File: config.mk
export PLATFORM = sky130hd
export DESIGN_NAME = discrete_pid_step
export DESIGN_NICKNAME = d
export VERILOG_FILES = /design/src/hw/rtl/dps_pkg.sv /design/src/hw/rtl/discrete_pid_step.sv
export SDC_FILE = /design/constraint.sdc
export NUM_CORES = 2
export LEC_CHECK = 0
export ABC_AREA = 1
export BUFFER_PORTS_ARGS = -buffer_cell sky130_fd_sc_hd__buf_2
export CAP_MARGIN = 40
export CORE_MARGIN = 2
export CORE_UTILIZATION = 55
export CTS_CLUSTER_DIAMETER = 40
export CTS_CLUSTER_SIZE = 25
export DETAILED_ROUTE_END_ITERATION = 10
export PLACE_DENSITY = 0.82
export SLEW_MARGIN = 30
export SYNTH_ARGS = -nofsm -noshare
export SYNTH_HDL_FRONTEND = slang
export SYNTH_SLANG_ARGS = --single-unit
File: constraint.sdc
create_clock -name clk -period 7.6 [get_ports clk]
set_input_delay 0.38 -clock clk [delete_from_list [all_inputs] [get_ports clk]]
set_output_delay 0.38 -clock clk [all_outputs]
set_load 0.01 [all_outputs]
File: src/hw/rtl/dps_pkg.sv
// shared widths, codes and constants for the discrete pid step block
package dps_pkg;

  localparam int SAMPLE_W   = 16;
  localparam int GAIN_W     = 16;
  localparam int FRAC_BITS  = 8;
  localparam int ERR_W      = SAMPLE_W + 1;
  localparam int DERIV_W    = ERR_W + 1;
  localparam int SUM_W      = 32;
  localparam int DRIVE_W    = 32;
  localparam int CFG_IDX_W  = 2;
  localparam int SEEN_W     = 2;

  localparam int PROP_P_W   = ERR_W + GAIN_W;
  localparam int INTEG_P_W  = SUM_W + GAIN_W;
  localparam int DERIV_P_W  = DERIV_W + GAIN_W;
  localparam int TOTAL_W    = INTEG_P_W - FRAC_BITS + 2;

  localparam logic [SEEN_W-1:0] SEEN_FULL = SEEN_W'(2);

  typedef enum logic [CFG_IDX_W-1:0] {
    CFG_GAIN_PROP  = 2'd0,
    CFG_GAIN_INTEG = 2'd1,
    CFG_GAIN_DERIV = 2'd2
  } cfg_idx_t;

endpackage

File: src/hw/rtl/discrete_pid_step.sv
// discrete pid step: error, integral, derivative and gain-weighted drive per sample
//
// One drive result per request, one request per clock when the output side keeps
// up; four register stages (input register, error and integral update, three gain
// multiplies in parallel, scale/sum/saturate into the output register), so m_tvalid
// rises once an accepted request has passed through all four. The integral and
// previous-error registers are updated in the second stage, so that 33-bit
// saturating add is the only loop and it closes through those registers. The first request
// after reset only counts as warm-up: its drive is the proportional term alone and
// the integral and previous error stay untouched.
// Gains are signed Q8.8; each product is divided by 256 rounding toward zero and
// the summed drive saturates to 32-bit signed. Gains may only be written while no
// request is in flight.
module discrete_pid_step (
  input  logic                           clk,
  input  logic                           rst,
  input  logic [31:0]                    s_tdata,   // reading [15:0], setpoint [31:16]
  input  logic                           s_tvalid,
  output logic                           s_tready,
  output logic [31:0]                    m_tdata,   // drive [31:0]
  output logic                           m_tvalid,
  input  logic                           m_tready,
  input  logic                           cfg_we,
  input  logic [dps_pkg::CFG_IDX_W-1:0]  cfg_index,
  input  logic [dps_pkg::GAIN_W-1:0]     cfg_data
);
  import dps_pkg::*;

  // gains
  logic signed [GAIN_W-1:0] gain_prop, gain_integ, gain_deriv;

  // loop state
  logic signed [SUM_W-1:0]  err_sum;
  logic signed [ERR_W-1:0]  last_err;
  logic [SEEN_W-1:0]        samples_seen;

  // pipeline registers
  logic                        v1, v2, v3, v4;
  logic signed [SAMPLE_W-1:0]  s1_reading, s1_setpoint;
  logic signed [ERR_W-1:0]     s2_err;
  logic signed [SUM_W-1:0]     s2_integ;
  logic signed [DERIV_W-1:0]   s2_deriv;
  logic signed [PROP_P_W-1:0]  s3_prop;
  logic signed [INTEG_P_W-1:0] s3_integ;
  logic signed [DERIV_P_W-1:0] s3_deriv;
  logic signed [DRIVE_W-1:0]   s4_drive;

  logic rdy2, rdy3, rdy4, in_acc, move1, move2, move3;

  assign rdy4     = !v4 || m_tready;
  assign rdy3     = !v3 || rdy4;
  assign rdy2     = !v2 || rdy3;
  assign s_tready = !v1 || rdy2;
  assign in_acc   = s_tvalid && s_tready;
  assign move1    = v1 && rdy2;
  assign move2    = v2 && rdy3;
  assign move3    = v3 && rdy4;

  assign m_tvalid = v4;
  assign m_tdata  = s4_drive;

  always_ff @(posedge clk) begin
    if (rst) begin
      v1 <= 1'b0;
      v2 <= 1'b0;
      v3 <= 1'b0;
      v4 <= 1'b0;
    end else begin
      if (in_acc) v1 <= 1'b1;
      else if (move1) v1 <= 1'b0;
      if (move1) v2 <= 1'b1;
      else if (move2) v2 <= 1'b0;
      if (move2) v3 <= 1'b1;
      else if (move3) v3 <= 1'b0;
      if (move3) v4 <= 1'b1;
      else if (m_tready) v4 <= 1'b0;
    end
  end

  always_ff @(posedge clk) begin
    if (rst) begin
      gain_prop  <= '0;
      gain_integ <= '0;
      gain_deriv <= '0;
    end else if (cfg_we) begin
      case (cfg_index)
        CFG_GAIN_PROP:  gain_prop  <= cfg_data;
        CFG_GAIN_INTEG: gain_integ <= cfg_data;
        CFG_GAIN_DERIV: gain_deriv <= cfg_data;
        default: ;
      endcase
    end
  end

  // stage 1: input register
  always_ff @(posedge clk) begin
    if (in_acc) begin
      s1_reading  <= s_tdata[SAMPLE_W-1:0];
      s1_setpoint <= s_tdata[2*SAMPLE_W-1:SAMPLE_W];
    end
  end

  // stage 2: error, derivative, saturating integral
  logic signed [ERR_W-1:0]   err_c;
  logic signed [DERIV_W-1:0] deriv_c;
  logic signed [SUM_W:0]     sum_wide;
  logic signed [SUM_W-1:0]   sum_sat;
  logic                      full_c;

  assign err_c   = $signed({s1_setpoint[SAMPLE_W-1], s1_setpoint})
                 - $signed({s1_reading[SAMPLE_W-1], s1_reading});
  assign deriv_c = $signed({err_c[ERR_W-1], err_c})
                 - $signed({last_err[ERR_W-1], last_err});
  assign sum_wide = $signed({err_sum[SUM_W-1], err_sum})
                  + $signed({{(SUM_W+1-ERR_W){err_c[ERR_W-1]}}, err_c});
  // a sample that finds at least one earlier sample runs the full step
  assign full_c  = (samples_seen != '0);

  always_comb begin
    if (sum_wide[SUM_W] == sum_wide[SUM_W-1]) begin
      sum_sat = sum_wide[SUM_W-1:0];
    end else if (sum_wide[SUM_W]) begin
      sum_sat = {1'b1, {(SUM_W-1){1'b0}}};
    end else begin
      sum_sat = {1'b0, {(SUM_W-1){1'b1}}};
    end
  end

  always_ff @(posedge clk) begin
    if (rst) begin
      samples_seen <= '0;
      err_sum      <= '0;
      last_err     <= '0;
    end else if (move1) begin
      if (samples_seen != SEEN_FULL) samples_seen <= samples_seen + 1'b1;
      if (full_c) begin
        err_sum  <= sum_sat;
        last_err <= err_c;
      end
    end
  end

  always_ff @(posedge clk) begin
    if (move1) begin
      s2_err   <= err_c;
      // warm-up zeroes the integral and derivative operands
      s2_integ <= full_c ? sum_sat : '0;
      s2_deriv <= full_c ? deriv_c : '0;
    end
  end

  // stage 3: gain products
  always_ff @(posedge clk) begin
    if (move2) begin
      s3_prop  <= s2_err   * gain_prop;
      s3_integ <= s2_integ * gain_integ;
      s3_deriv <= s2_deriv * gain_deriv;
    end
  end

  // stage 4: divide by 256 toward zero, sum, saturate
  logic signed [PROP_P_W-1:0]  prop_adj;
  logic signed [INTEG_P_W-1:0] integ_adj;
  logic signed [DERIV_P_W-1:0] deriv_adj;
  logic signed [TOTAL_W-1:0]   total;
  logic signed [DRIVE_W-1:0]   drive_c;

  // negative products get 255 added before the arithmetic shift
  assign prop_adj  = s3_prop
                   + $signed({{(PROP_P_W-FRAC_BITS){1'b0}}, {FRAC_BITS{s3_prop[PROP_P_W-1]}}});
  assign integ_adj = s3_integ
                   + $signed({{(INTEG_P_W-FRAC_BITS){1'b0}},
                              {FRAC_BITS{s3_integ[INTEG_P_W-1]}}});
  assign deriv_adj = s3_deriv
                   + $signed({{(DERIV_P_W-FRAC_BITS){1'b0}},
                              {FRAC_BITS{s3_deriv[DERIV_P_W-1]}}});

  assign total =
      $signed({{(TOTAL_W-PROP_P_W+FRAC_BITS){prop_adj[PROP_P_W-1]}},
               prop_adj[PROP_P_W-1:FRAC_BITS]})
    + $signed({{(TOTAL_W-INTEG_P_W+FRAC_BITS){integ_adj[INTEG_P_W-1]}},
               integ_adj[INTEG_P_W-1:FRAC_BITS]})
    + $signed({{(TOTAL_W-DERIV_P_W+FRAC_BITS){deriv_adj[DERIV_P_W-1]}},
               deriv_adj[DERIV_P_W-1:FRAC_BITS]});

  always_comb begin
    if ((&total[TOTAL_W-1:DRIVE_W-1]) || !(|total[TOTAL_W-1:DRIVE_W-1])) begin
      drive_c = total[DRIVE_W-1:0];
    end else if (total[TOTAL_W-1]) begin
      drive_c = {1'b1, {(DRIVE_W-1){1'b0}}};
    end else begin
      drive_c = {1'b0, {(DRIVE_W-1){1'b1}}};
    end
  end

  always_ff @(posedge clk) begin
    if (move3) s4_drive <= drive_c;
  end

`ifndef NO_ASSERTIONS
  a_seen_range: assert property (@(posedge clk) disable iff (rst)
    samples_seen != 2'd3)
    else $error("sample count out of range");

  a_seen_holds: assert property (@(posedge clk) disable iff (rst)
    samples_seen == SEEN_FULL |=> samples_seen == SEEN_FULL)
    else $error("sample count left the full state");

  a_warmup_state: assert property (@(posedge clk) disable iff (rst)
    move1 && samples_seen == '0 |=> $stable(err_sum) && $stable(last_err))
    else $error("loop state changed on warm-up sample");

  a_warmup_operands: assert property (@(posedge clk) disable iff (rst)
    move1 && samples_seen == '0 |=> s2_integ == '0 && s2_deriv == '0)
    else $error("warm-up sample carries integral or derivative");

  a_backpressure: assert property (@(posedge clk) disable iff (rst)
    !s_tready |-> v1 && v2 && v3 && v4 && !m_tready)
    else $error("input stalled with room in the pipeline");
`endif

endmodule
==> flow_summary.toml <==
[setup_path]
cp_max_fo = 14
path_class = "reg -> reg"
worst_setup_path_end_kind = "register"
cp.required_ns = 7.97
rr_endpoint = "s3_integ[47]$_DFFE_PP_"
crit_path_top_delay_cell = "fa_1"
crit_path_frequent_cell = "fa_1"
r2r_setup_slack_ns = 0.83
cp.arrival_ns = 7.14
path_cells = "buf_4, nand2_1, fa_1, inv_1, fa_1, fa_1, fa_1, fa_1, fa_1, ha_1, nand2_1, nor2_1, inv_1, nor3_1, o21ai_0, nand4_1, a31oi_1, xnor2_1"
cpPeakStageDelay_ns = 0.81
reg2reg_from = "gain_integ[4]$_SDFFE_PP0P_"
r2r_cells = 18
cp-start-kind = "register"
crit_buf_inv = 3
crit_family = "adder cells"

[route]
num_vias = 49600
postRouteAntennaNets = 0
vias_per_cell = 5.30
drc = 0
post_drt_wl_per_cell_microns = 17.4
firstDrtPassIters = 5
drtIter0Drc = 4096
drt_wl_total_microns = 162000

[power_and_ir_drop]
p_per_area_mw_per_mm2 = 207
vdd_drop_max_v = 0.000185
p_leak_uw = 0.0363
total_power_uw = 13700

[timing]
rsz0062_at_grt = "false"
finalSetupViolCount = 0
hold_viol = 0
relSlewSlack = 0.339
worst_pin_slew_ns = 0.982
fin_setup_tns_ns = 0
fin_crit_sh = 0.891
period_needed_ns = 6.77
fin_worst_skew_ns = 0.0194
slew_violations = 0
max_freq_ghz = 0.148

[yosys]
syn-num-nets = 9421
synth.most_common_cell = "inv_1"
seq_area_frac_synth = 0.152
yosysWarnings = 0
yosysTopAreaCell = "fa_1"
synth_top_area_share = 0.352
synth_ff_type = "edfxtp_1"
synth_edf_count = 246
ys_async_sr_fraction = 0
synth_top_cells_by_count = "inv_1 (2218), nand2_1 (1865), fa_1 (1096)"
synth.cell_area_sq_mm = 0.0623
ys_types = 51
synth_cells = 7858
synthTopCellsByArea = "fa_1 (35%), inv_1 (13%), edfxtp_1 (12%), nand2_1 (11%), ha_1 (8.3%)"
synth.avg_cell_area_sq_um = 7.93
synth_seq_cells = 349

[floorplan]
dieArea_sq_mm = 0.116
pin_count = 89
die_w_microns = 341
rows = 123
initial_utilization = 0.554
die_y_microns = 341
core_region_area_sq_mm = 0.112

[clocking]
cts_max_level = 2
cts_root_buf = "clkbuf_16"
cts_buffers = 54
clk_pin_slew_ns = 0.06
cts_buffer_depth = 3
ctsResizeCount = 0
clock-sinks = 349
clk_latency_ns = 0.65
cts_tree = "yes"

[global_route]
antenna_found_initial = 3
grt_max_degree = 77
grt_use_total = 0.287
grt.overflow.total = 0
grt_first_pass_wirelength_microns = 266000
grt_pass1_vias = 52800

[finish]
area_growth_pct = 6.35
drive_above_1_share = 0.0382
antenna_cells = 0
n_fill_cell = 9780
nets = 9368
post-route-cell-area_sq_mm = 0.0662

[place]
gp_congestion = 1.01
dpl.hpwl_microns = 132000
place_area_sq_mm = 0.0639
portBuffers = 88

[min_path]
holdPathStages = 3
worstHoldEndpoint = "gain_prop[8]$_SDFFE_PP0P_"
hold_class = "in -> reg"
min_from = "cfg_data[8]"

[run]
drv_cap = 0

[outcome]
status = "finished clean"
state kept, by name (all words and copies together) (netlist names), 17 cells and up:
register  cells
m_tdata      32
s3_deriv     34
s2_deriv     18
last_err     17
s3_integ     48
s3_prop      33
s2_integ     32
s2_err       17
err_sum      32
power breakdown:
| part | switching (uW) | internal [uW] | total [uW] | leakage, uW |
|---|---|---|---|---|
| combinational | 5340 | 2970 | 8310 | 0.0322 |
| sequential | 348 | 2470 | 2820 | 0.00316 |
| clock | 1020 | 1540 | 2560 | 0.000907 |
| total | 6710 | 6990 | 13700 | 0.0363 |
worst register-to-register path, stage by stage, from the launching register on:
cell and delay (ns):
dfxtp_1 0.78, buf_4 0.29, nand2_1 0.17, fa_1 0.59
inv_1 0.06, fa_1 0.81, fa_1 0.54, fa_1 0.59
fa_1 0.44, fa_1 0.44, ha_1 0.41, nand2_1 0.12
nor2_1 0.14, inv_1 0.09, nor3_1 0.28, o21ai_0 0.23
nand4_1 0.22, a31oi_1 0.12, xnor2_1 0.18
per-stage QoR:
step | utilization | setup WS [ns] | instances | hold WS [ns]
floorplan | - | 1.54 | 7858 | 0.435
global placement | 0.567 | 0.944 | 9197 | 0.450
detailed placement | 0.568 | 0.868 | 9204 | 0.454
CTS | 0.588 | 0.832 | 9337 | 0.0126
global route | 0.590 | 0.513 | 9350 | 0.0559
finish | 0.590 | 0.827 | 9350 | 0.0392
cell families (layout without fill, tap and decap cells):
group                    count (synthesis)  count (layout)  synth area share
AO/OA/AOI/OAI                          675             675            0.0607
adder cells (fa/ha/maj)               1508            1508             0.435
AND/OR/NAND/NOR                       2561            2561             0.164
buffers and inverters                 2505            2497             0.152
flip-flops                             349             349             0.152
XOR/XNOR                               260             260            0.0366
what timing repair did:
action,in CTS,in global routing
hold buffers,32,0
endpoints found under the hold margin,32,0
buffers inserted,0,0
layout make-up:
type | count | area [sq um] | share of cell area
well taps | 1500 | 1880 | 0.0283
repair buffers | 176 | 1320 | 0.0200
flip-flops and latches | 349 | 9450 | 0.143
multi-input cells | 5004 | 43400 | 0.655
inverters | 2220 | 8340 | 0.126
clock inverters | 36 | 410 | 0.00620
clock buffers | 65 | 1470 | 0.0221
per-layer routing:
metal | vias up | GRT usage | share of wire
met5 | - | 0 | 0.000068
met4 | 2 | 0.124 | 0.049
met3 | 578 | 0.0622 | 0.093
met2 | 2195 | 0.477 | 0.47
met1 | 23900 | 0.362 | 0.39
li1 | 22900 | - | -
layout by cell type, fill, tap and decap left out, types with 6 or more instances in the layout:
cell / n
a21boi_0: 16
a21o_1: 22
a21oi_1: 328
a31oi_1: 21
buf_2: 88
buf_4: 36
buf_6: 8
buf_8: 9
clkbuf_1: 7
clkbuf_16: 57
clkinv_2: 7
dfxtp_1: 102
dlygate4sd3_1: 32
edfxtp_1: 246
fa_1: 1096
ha_1: 412
inv_1: 2216
inv_6: 8
nand2_1: 1864
nand2_2: 14
nand3_1: 147
nand4_1: 50
nor2_1: 375
nor2_2: 6
nor3_1: 41
nor4_1: 18
o211ai_1: 10
o21a_1: 45
o21ai_0: 185
o21bai_1: 23
or2_2: 24
xnor2_1: 100
xor2_1: 160
worst max-delay path by stage:
stage,from,endpoint,slack [ns],cells past startpoint
6_report,gain_integ[4]$_SDFFE_PP0P_,s3_integ[47]$_DFFE_PP_,0.83,18
4_1_cts,gain_integ[1]$_SDFFE_PP0P_,s3_integ[47]$_DFFE_PP_,0.83,18
3_5_place_dp,gain_integ[1]$_SDFFE_PP0P_,s3_integ[47]$_DFFE_PP_,0.87,18
2_1_floorplan,gain_prop[2]$_SDFFE_PP0P_,s3_prop[32]$_DFFE_PP_,1.54,21
3_3_place_gp,gain_integ[1]$_SDFFE_PP0P_,s3_integ[47]$_DFFE_PP_,0.94,18
5_1_grt,gain_deriv[1]$_SDFFE_PP0P_,s3_deriv[32]$_DFFE_PP_,0.51,22
(Power assumes the default switching activity.)
